**src/design/skc_pkg.sv**
```systemverilog
// Shared types, codes and reset constants for the setpoint key controller.
package skc_pkg;

   localparam int VALUE_BITS_DEF = 10;
   localparam int CSR_ADDR_BITS  = 5;
   localparam int CSR_DATA_BITS  = 32;
   localparam int COUNT_BITS     = 8;

   localparam int MAX_VALUE_RESET      = 450;
   localparam int STEP_SIZE_RESET      = 5;
   localparam int LOCKOUT_TICKS_RESET  = 10;
   localparam int REPEAT_TICKS_RESET   = 3;
   localparam int TIMEOUT_SECS_RESET   = 5;

   typedef enum logic [2:0] {
      REG_MAX_VALUE     = 3'd0,
      REG_STEP_SIZE     = 3'd1,
      REG_LOCKOUT_TICKS = 3'd2,
      REG_REPEAT_TICKS  = 3'd3,
      REG_TIMEOUT_SECS  = 3'd4
   } reg_index_type;

   typedef enum logic [2:0] {
      OP_KEY_SCAN    = 3'd0,
      OP_SECOND_TICK = 3'd1,
      OP_REPEAT_TICK = 3'd2,
      OP_OFF_REQUEST = 3'd3,
      OP_ATTACH      = 3'd4,
      OP_RESTORE     = 3'd5
   } op_type;

   typedef enum logic [1:0] {
      MODE_NORMAL = 2'd0,
      MODE_SET    = 2'd1,
      MODE_NODEV  = 2'd2
   } mode_type;

   typedef enum logic [1:0] {
      BEEP_NONE   = 2'd0,
      BEEP_SHORT  = 2'd1,
      BEEP_TRIPLE = 2'd2
   } beep_type;

   // Timing and step settings shared by the register file and the core
   typedef struct packed {
      logic [COUNT_BITS-1:0] step_size;
      logic [COUNT_BITS-1:0] lockout_ticks;
      logic [COUNT_BITS-1:0] repeat_ticks;
      logic [COUNT_BITS-1:0] timeout_secs;
   } cfg_type;

endpackage

```
**src/design/setpoint_key_controller.sv**
```systemverilog
// Top level: input register, channel core, result register and config port.
//
//   channel  ports   beat contents
//   -------  ------  ---------------------------------------------------------
//   event    req_*   tuser: op; tdata: keys, attached, restore_value
//   result   rsp_*   tdata: power_on, mode, target, edit_value, save, beep
//   config   csr_*   APB-style, five registers at byte address 4*index
//
// Each event moves from the input register through the state update into
// the result register, one beat per cycle while the result sink is ready.
// A stalled result register holds the input register, and req_tready drops
// only when both are full. Synchronous reset restores the valid flags, the
// configuration and the channel state, but not the beat data registers.
module setpoint_key_controller
   import skc_pkg::*;
#(
   parameter int VALUE_BITS = VALUE_BITS_DEF,
   localparam int REQ_USED = 4 + VALUE_BITS,
   localparam int REQ_BITS = ((REQ_USED + 7) / 8) * 8,
   localparam int RSP_USED = 6 + 2 * VALUE_BITS,
   localparam int RSP_BITS = ((RSP_USED + 7) / 8) * 8
) (
   input  logic                       clock,
   input  logic                       reset,
   input  logic                       req_tvalid,
   output logic                       req_tready,
   // tdata: power_key, plus_key, minus_key, attached, restore_value
   input  logic [REQ_BITS-1:0]        req_tdata,
   // tuser: op
   input  logic [2:0]                 req_tuser,
   output logic                       rsp_tvalid,
   input  logic                       rsp_tready,
   // tdata: power_on, mode, target, edit_value, save_request, beep
   output logic [RSP_BITS-1:0]        rsp_tdata,
   input  logic                       csr_psel,
   input  logic                       csr_penable,
   input  logic                       csr_pwrite,
   input  logic [CSR_ADDR_BITS-1:0]   csr_paddr,
   input  logic [CSR_DATA_BITS-1:0]   csr_pwdata,
   output logic [CSR_DATA_BITS-1:0]   csr_prdata,
   output logic                       csr_pready
);

   logic                  in_valid_ff;
   op_type                op_ff;
   logic                  power_key_ff;
   logic                  plus_key_ff;
   logic                  minus_key_ff;
   logic                  attached_ff;
   logic [VALUE_BITS-1:0] restore_ff;
   logic                  advance;
   logic                  rsp_valid_ff;
   logic [RSP_BITS-1:0]   rsp_data_ff;
   logic [RSP_BITS-1:0]   rsp_data_in;

   logic [VALUE_BITS-1:0] max_value;
   cfg_type               cfg;
   logic                  power_on;
   mode_type              mode;
   logic [VALUE_BITS-1:0] target;
   logic [VALUE_BITS-1:0] edit_value;
   logic                  save_request;
   beep_type              beep;

   assign advance    = in_valid_ff && (!rsp_valid_ff || rsp_tready);
   assign req_tready = !in_valid_ff || advance;

   always_ff @(posedge clock) begin
      if (reset) begin
         in_valid_ff <= 1'b0;
      end else if (req_tready) begin
         in_valid_ff <= req_tvalid;
      end
   end

   always_ff @(posedge clock) begin
      if (req_tready && req_tvalid) begin
         op_ff        <= op_type'(req_tuser);
         power_key_ff <= req_tdata[0];
         plus_key_ff  <= req_tdata[1];
         minus_key_ff <= req_tdata[2];
         attached_ff  <= req_tdata[3];
         restore_ff   <= req_tdata[4 +: VALUE_BITS];
      end
   end

   skc_csr #(
      .VALUE_BITS (VALUE_BITS)
   ) u_csr (
      .clock     (clock),
      .reset     (reset),
      .psel      (csr_psel),
      .penable   (csr_penable),
      .pwrite    (csr_pwrite),
      .paddr     (csr_paddr),
      .pwdata    (csr_pwdata),
      .prdata    (csr_prdata),
      .pready    (csr_pready),
      .max_value (max_value),
      .cfg       (cfg)
   );

   skc_core #(
      .VALUE_BITS (VALUE_BITS)
   ) u_core (
      .clock         (clock),
      .reset         (reset),
      .advance       (advance),
      .op            (op_ff),
      .power_key     (power_key_ff),
      .plus_key      (plus_key_ff),
      .minus_key     (minus_key_ff),
      .attached      (attached_ff),
      .restore_value (restore_ff),
      .max_value     (max_value),
      .cfg           (cfg),
      .power_on      (power_on),
      .mode          (mode),
      .target        (target),
      .edit_value    (edit_value),
      .save_request  (save_request),
      .beep          (beep)
   );

   assign rsp_data_in = RSP_BITS'({beep, save_request, edit_value, target, mode, power_on});

   // hold the result beat until the sink takes it
   always_ff @(posedge clock) begin
      if (reset) begin
         rsp_valid_ff <= 1'b0;
      end else if (advance) begin
         rsp_valid_ff <= 1'b1;
      end else if (rsp_tready) begin
         rsp_valid_ff <= 1'b0;
      end
   end

   always_ff @(posedge clock) begin
      if (advance) begin
         rsp_data_ff <= rsp_data_in;
      end
   end

   assign rsp_tvalid = rsp_valid_ff;
   assign rsp_tdata  = rsp_data_ff;

endmodule

```
**src/design/skc_csr.sv**
```systemverilog
// Configuration register file behind the APB-style port.
module skc_csr
   import skc_pkg::*;
#(
   parameter int VALUE_BITS = VALUE_BITS_DEF
) (
   input  logic                     clock,
   input  logic                     reset,
   input  logic                     psel,
   input  logic                     penable,
   input  logic                     pwrite,
   input  logic [CSR_ADDR_BITS-1:0] paddr,
   input  logic [CSR_DATA_BITS-1:0] pwdata,
   output logic [CSR_DATA_BITS-1:0] prdata,
   output logic                     pready,
   output logic [VALUE_BITS-1:0]    max_value,
   output cfg_type                  cfg
);

   logic [VALUE_BITS-1:0] max_value_ff;
   cfg_type               cfg_ff;
   logic                  wr_en;
   reg_index_type         index;

   assign pready = 1'b1;
   assign wr_en  = psel && penable && pwrite;
   assign index  = reg_index_type'(paddr[CSR_ADDR_BITS-1:2]);

   always_ff @(posedge clock) begin
      if (reset) begin
         max_value_ff         <= VALUE_BITS'(MAX_VALUE_RESET);
         cfg_ff.step_size     <= COUNT_BITS'(STEP_SIZE_RESET);
         cfg_ff.lockout_ticks <= COUNT_BITS'(LOCKOUT_TICKS_RESET);
         cfg_ff.repeat_ticks  <= COUNT_BITS'(REPEAT_TICKS_RESET);
         cfg_ff.timeout_secs  <= COUNT_BITS'(TIMEOUT_SECS_RESET);
      end else if (wr_en) begin
         unique case (index)
            REG_MAX_VALUE:     max_value_ff         <= pwdata[VALUE_BITS-1:0];
            REG_STEP_SIZE:     cfg_ff.step_size     <= pwdata[COUNT_BITS-1:0];
            REG_LOCKOUT_TICKS: cfg_ff.lockout_ticks <= pwdata[COUNT_BITS-1:0];
            REG_REPEAT_TICKS:  cfg_ff.repeat_ticks  <= pwdata[COUNT_BITS-1:0];
            REG_TIMEOUT_SECS:  cfg_ff.timeout_secs  <= pwdata[COUNT_BITS-1:0];
            default: ;
         endcase
      end
   end

   always_comb begin
      prdata = '0;
      unique case (index)
         REG_MAX_VALUE:     prdata = CSR_DATA_BITS'(max_value_ff);
         REG_STEP_SIZE:     prdata = CSR_DATA_BITS'(cfg_ff.step_size);
         REG_LOCKOUT_TICKS: prdata = CSR_DATA_BITS'(cfg_ff.lockout_ticks);
         REG_REPEAT_TICKS:  prdata = CSR_DATA_BITS'(cfg_ff.repeat_ticks);
         REG_TIMEOUT_SECS:  prdata = CSR_DATA_BITS'(cfg_ff.timeout_secs);
         default:           prdata = '0;
      endcase
   end

   assign max_value = max_value_ff;
   assign cfg       = cfg_ff;

endmodule

```
**src/design/skc_core.sv**
```systemverilog
// Channel state registers and the combinational event update.
module skc_core
   import skc_pkg::*;
#(
   parameter int VALUE_BITS = VALUE_BITS_DEF
) (
   input  logic                  clock,
   input  logic                  reset,
   input  logic                  advance,
   input  op_type                op,
   input  logic                  power_key,
   input  logic                  plus_key,
   input  logic                  minus_key,
   input  logic                  attached,
   input  logic [VALUE_BITS-1:0] restore_value,
   input  logic [VALUE_BITS-1:0] max_value,
   input  cfg_type               cfg,
   output logic                  power_on,
   output mode_type              mode,
   output logic [VALUE_BITS-1:0] target,
   output logic [VALUE_BITS-1:0] edit_value,
   output logic                  save_request,
   output beep_type              beep
);

   localparam int SUM_BITS = ((VALUE_BITS > COUNT_BITS) ? VALUE_BITS : COUNT_BITS) + 1;

   logic                  on_ff, on_in;
   mode_type              mode_ff, mode_in;
   logic [VALUE_BITS-1:0] target_ff, target_in;
   logic [VALUE_BITS-1:0] edit_ff, edit_in;
   logic [COUNT_BITS-1:0] lockout_ff, lockout_in;
   logic [COUNT_BITS-1:0] repeat_ff, repeat_in;
   logic [COUNT_BITS-1:0] timeout_ff, timeout_in;
   logic                  do_commit;
   logic                  save;
   beep_type              beep_code;
   logic [SUM_BITS-1:0]   edit_wide;
   logic [SUM_BITS-1:0]   step_wide;
   logic [SUM_BITS-1:0]   plus_sum;
   logic                  plus_fits;

   assign edit_wide = SUM_BITS'(edit_ff);
   assign step_wide = SUM_BITS'(cfg.step_size);
   assign plus_sum  = edit_wide + step_wide;
   assign plus_fits = plus_sum <= SUM_BITS'(max_value);

   always_comb begin
      on_in      = on_ff;
      mode_in    = mode_ff;
      target_in  = target_ff;
      edit_in    = edit_ff;
      lockout_in = lockout_ff;
      repeat_in  = repeat_ff;
      timeout_in = timeout_ff;
      do_commit  = 1'b0;
      save       = 1'b0;
      beep_code  = BEEP_NONE;

      case (op)
         OP_KEY_SCAN: begin
            // reload a running lockout while power is held, else run it down
            if (lockout_ff != '0) begin
               lockout_in = power_key ? cfg.lockout_ticks : lockout_ff - 1'b1;
            end
            if (power_key) begin
               if (!on_ff && lockout_in == '0 && mode_ff != MODE_NODEV) begin
                  on_in      = 1'b1;
                  do_commit  = 1'b1;
                  lockout_in = cfg.lockout_ticks;
                  beep_code  = BEEP_TRIPLE;
               end
            end else if (plus_key || minus_key) begin
               beep_code  = BEEP_SHORT;
               timeout_in = cfg.timeout_secs;
               if (mode_ff == MODE_NORMAL) begin
                  edit_in   = target_ff;
                  mode_in   = MODE_SET;
                  repeat_in = cfg.repeat_ticks;
               end else if (mode_ff == MODE_SET && repeat_ff == '0) begin
                  // plus wins when it fits; minus stops at zero
                  if (plus_key && plus_fits) begin
                     edit_in = plus_sum[VALUE_BITS-1:0];
                  end else if (minus_key && edit_ff != '0) begin
                     edit_in = (edit_wide > step_wide) ?
                               edit_ff - VALUE_BITS'(step_wide) : '0;
                  end
                  repeat_in = cfg.repeat_ticks;
               end
            end else begin
               repeat_in = '0;
            end
         end
         OP_SECOND_TICK: begin
            if (timeout_ff != '0) begin
               timeout_in = timeout_ff - 1'b1;
               if (timeout_in == '0) begin
                  do_commit = 1'b1;
                  beep_code = BEEP_SHORT;
               end
            end
         end
         OP_REPEAT_TICK: begin
            if (repeat_ff != '0) begin
               repeat_in = repeat_ff - 1'b1;
            end
         end
         OP_OFF_REQUEST: begin
            if (on_ff) begin
               on_in      = 1'b0;
               do_commit  = 1'b1;
               lockout_in = cfg.lockout_ticks;
               beep_code  = BEEP_TRIPLE;
            end
         end
         OP_ATTACH: begin
            // drop any edit in progress when the device goes away
            if (!attached) begin
               mode_in = MODE_NODEV;
            end else if (mode_ff == MODE_NODEV) begin
               mode_in = MODE_NORMAL;
            end
         end
         OP_RESTORE: begin
            target_in = restore_value;
         end
         default: ;
      endcase

      if (do_commit) begin
         if (mode_ff == MODE_SET) begin
            target_in = edit_ff;
            save      = 1'b1;
         end
         if (mode_ff != MODE_NODEV) begin
            mode_in = MODE_NORMAL;
         end
      end
   end

   always_ff @(posedge clock) begin
      if (reset) begin
         on_ff      <= 1'b0;
         mode_ff    <= MODE_NORMAL;
         target_ff  <= '0;
         edit_ff    <= '0;
         lockout_ff <= COUNT_BITS'(LOCKOUT_TICKS_RESET);
         repeat_ff  <= COUNT_BITS'(REPEAT_TICKS_RESET);
         timeout_ff <= '0;
      end else if (advance) begin
         on_ff      <= on_in;
         mode_ff    <= mode_in;
         target_ff  <= target_in;
         edit_ff    <= edit_in;
         lockout_ff <= lockout_in;
         repeat_ff  <= repeat_in;
         timeout_ff <= timeout_in;
      end
   end

   assign power_on     = on_in;
   assign mode         = mode_in;
   assign target       = target_in;
   assign edit_value   = edit_in;
   assign save_request = save;
   assign beep         = beep_code;

endmodule
```
**config.mk**
```make
export PLATFORM = sky130hd
export DESIGN_NAME = setpoint_key_controller
export DESIGN_NICKNAME = d
export VERILOG_FILES = /design/src/design/skc_pkg.sv /design/src/design/setpoint_key_controller.sv /design/src/design/skc_csr.sv /design/src/design/skc_core.sv
export SDC_FILE = /design/constraint.sdc
export NUM_CORES = 1
export LEC_CHECK = 0
export ABC_AREA = 1
export BUFFER_PORTS_ARGS = -buffer_cell sky130_fd_sc_hd__buf_2
export CAP_MARGIN = 10
export CORE_MARGIN = 10
export CORE_UTILIZATION = 60
export CTS_CLUSTER_SIZE = 8
export DETAILED_ROUTE_END_ITERATION = 6
export HOLD_SLACK_MARGIN = 0.1
export MAX_ROUTING_LAYER = met4
export PLACE_DENSITY_LB_ADDON = 0.12
export SYNTH_ARGS = -nofsm -noshare
export SYNTH_HDL_FRONTEND = slang
export SYNTH_HIERARCHICAL = 1
export SYNTH_SLANG_ARGS = --single-unit
```
**constraint.sdc**
```tcl
create_clock -name clock -period 6 [get_ports clock]
set_input_delay 1.2 -clock clock [delete_from_list [all_inputs] [get_ports clock]]
set_output_delay 1.2 -clock clock [all_outputs]
set_load 0.05 [all_outputs]
```
==> metrics.md <==
| Metric | Value |
|---|---|
| GRT overflow | 0 |
| H-tree Lvls | 4 |
| Max-cap violations | 0 |
| Post-Synthesis Cells | 1310 |
| Largest area contributor in the netlist | dfxtp_1 |
| Dominant synthesized flop cell | dfxtp_1 |
| TritonCTS clock tree | done |
| Worst Path Arrival | roughly 3.2 ns |
| First-pass GRT wire length | ~39 mm |
| Slowest Stage Delay on Critical Path | roughly 0.6 ns |
| CTS clk-pin slew, worst paths | ~0.06 ns |
| Mapped cell area | between 9000 and 10000 µm² |
| Die Height | between 100 and 150 µm |
| Final net count | between 1000 and 1500 |
| Worst Skew | ~0.0084 ns |
| Post-synth top area share | 0.202 |
| TritonCTS Buffers | 17 |
| Setup_tns | 0 ns |
| 1st-pass router iterations | 5 |
| Crit path time final | about 4.4 ns |
| Slew margin rel. | 0.350 |
| Async set or reset register ratio after synthesis | 0 |
| Most common cell after layout, fill and taps aside | nand2_1 |
| Initial cell density of the core | 0.616 |
| Slew @ Worst Pin | about 0.97 ns |
| Netlist cell types | 53 |
| Max Slew Vio Count | 0 |
| Post-CTS Repair Setup Buffers | 0 |
| Share of cells above drive strength 1 | 0.121 |
| Number of global-route vias before repair | around 7700 |
| Drt initial violations | around 810 |
| Worst hold path class | register to register |
| Outcome | finished, final reports clean |
| ANT cells | 0 |
| Avg Inst Size Synth | 6.88 µm² |
| Die W | 143 µm |
| Cell Chain, Critical Path | buf_2 > inv_1 > nand2_1 > nor2_2 > nand2_1 > nand2_1 > buf_2 |
| Ranking of synthesized cells by area | dfxtp_1, edfxtp_1, nand2_1, nand3_1, inv_1 |
| Root Driver | clkbuf_16 |
| Critical path's slowest cell | inv_1 |
| Critical path launch point type | primary input |
| CP Class | primary input to output port |
| Crit path capture type | output port |
| Final number of hold-violating endpoints | 0 |
| Initial antenna violation count | 0 |
| Seq/Total Area, Yosys | 0.345 |
| DRC Markers | 0 |
| DR WL/cell | between 15 and 20 µm |
| Post-synth EDFFs | 43 |
| Crit-path most repeated cell | nand2_1 |
| Post-CTS sizing | 0 |
| Footprint of the multi-input gates | 4810 µm² |
| Setup violations, final | 0 |
| Max VDD drop | 0.221 mV |
| Flip-flop and latch count after synthesis | 134 |
| Cell Count, Final, Fillers Out | 1552 |
| Hold-fix buffers at CTS | 0 |
| Largest net degree at the start of global routing | 55 |
| Vias | 8590 |
| Synth-to-Final Area Change | 8.24% |
| Required time of the worst setup path | between 4 and 5 ns |
| Core Area | between 10000 and 15000 µm² |
| Top Ports | between 100 and 150 |
| Routed Antenna Nets | 0 |
| DRT Wirelength | about 24 mm |
| Hpwl dp | about 17 mm |
| Pwr/cell area | around 250 nW/µm² |
| Num rows | between 40 and 50 |
| Vias per Instance | around 5.5 |
| Final worst slack | 1.61 ns |
| Worst r2r src | u_core/edit_ff[0] |
| Crit path max fanout | 22 |
| Clock buffer depth | 2 |
| I/O Buffers | 74 |
| Final GP Congestion | 0.966 |
| Placed insts | approximately 1500 |
| All-Layer GR Usage | 0.244 |
| Sink Count | between 100 and 150 |
| Die area | 20300 µm² |
| Most frequent cells in the layout | nand2_1, inv_1, nand3_1 |
| F_max | 228 MHz |
| Clock latency on the worst-skew pair | between 0.4 and 0.5 ns |
| Pleak | 4.80 nW |
| RSZ-0062 raised after global routing | false |
| Final period utilization | 0.732 |
| # fillers | about 1300 |
| Post-Place Setup Slack | 1.72 ns |
| Core Util, Final | 0.667 |
| FF/Latch Area | approximately 3100 µm² |
| Yosys warnings | 6 |
| CP Launch Point | csr_paddr[4] |
| Min-Delay Startpoint | u_core/timeout_ff[7] |
| Fin Hold WS | 0.469 ns |
==> Yosys cell counts (2+ instances only) <==
cell type  instances
xor2_1            15
buf_6              6
inv_1            164
nor2_4             9
o21bai_1           2
o21ai_1            5
buf_1              2
ha_1              31
xnor2_1            2
clkbuf_8           5
clkinv_1           5
nand3_1          149
a211oi_1           4
nand3_2            5
o21ai_0           48
clkbuf_1          15
nand4_1           30
fa_1               2
o21ai_2            4
dfxtp_1           91
nand3_4            2
buf_2             15
o211ai_1           7
inv_2              7
nand2_2           17
a21oi_1           81
edfxtp_1          43
a21oi_2            2
buf_4             32
nor2_1           136
nor3_1             5
nand2_1          335
conb_1             3
a31oi_1            6
nor2_2             7
==> metal layers <==
metal,global-route usage,up-vias,wire (µm)
met5,-,-,0
met4,0.0863,0,506
met3,0.0434,31,2090
met2,0.381,382,11200
met1,0.312,3909,10500
li1,-,4268,-
==> stage by stage <==
step / instance area, µm² / total power, mW
after global routing: 9760 / 2.54
after global placement: 9200 / 1.46
after detailed placement: 9200 / 1.47
after CTS: 9730 / 2.43
after floorplan: 9120 / 1.39
final: 9760 / 2.43
==> flip-flops by register name, summed over array words and instances (netlist names), 2 cells and up <==
register and count:
op_ff 3, restore_ff 10, rsp_tdata 26, u_core/edit_ff 10, u_core/lockout_ff 8, u_core/mode_ff 2, u_core/repeat_ff 8, u_core/target_ff 10
u_core/timeout_ff 8, u_csr/cfg 32, u_csr/max_value 10
==> path summary, 6_finish.rpt <==
| check | endpoint | slack, ns | cells after the start |
|---|---|---|---|
| min reg2reg | u_core/timeout_ff[7] | 0.47 | 2 |
| min | u_core/timeout_ff[7] | 0.47 | 2 |
| max reg2reg | u_core/edit_ff[2] | 2.09 | 24 |
| max | csr_prdata[6] | 1.61 | 7 |
==> cell families after synthesis <==
family / synth area share
and+or+nand+nor: 0.355
buffers and inverters: 0.134
AOI/OAI and AO/OA: 0.100
DFF: 0.345
adders and majority gates: 0.0474
xor gates and xnor gates: 0.0165
other: 0.00125
==> critical path: cells and delay by family <==
kind | cells | cell delay, ns
and+or+nand+nor | 4 | 0.93
buffers and inverters | 3 | 1.05
==> final cells by class <==
cell class | instances | share of cell area
inverters | 176 | 0.0677
well taps | 184 | 0.0236
repair buffers | 77 | 0.0423
flip-flops and latches | 134 | 0.319
clock inverters | 14 | 0.0113
clock buffers | 18 | 0.0440
multi-input cells | 949 | 0.492
==> power breakdown <==
part           internal (mW)  leakage [nW]  switching, mW
Combinational          0.121          3.39          0.336
Sequential             0.977          1.16         0.0305
Clock                  0.563         0.250          0.405
Total                   1.66          4.80          0.772
Power figures use the tool's default switching activity.
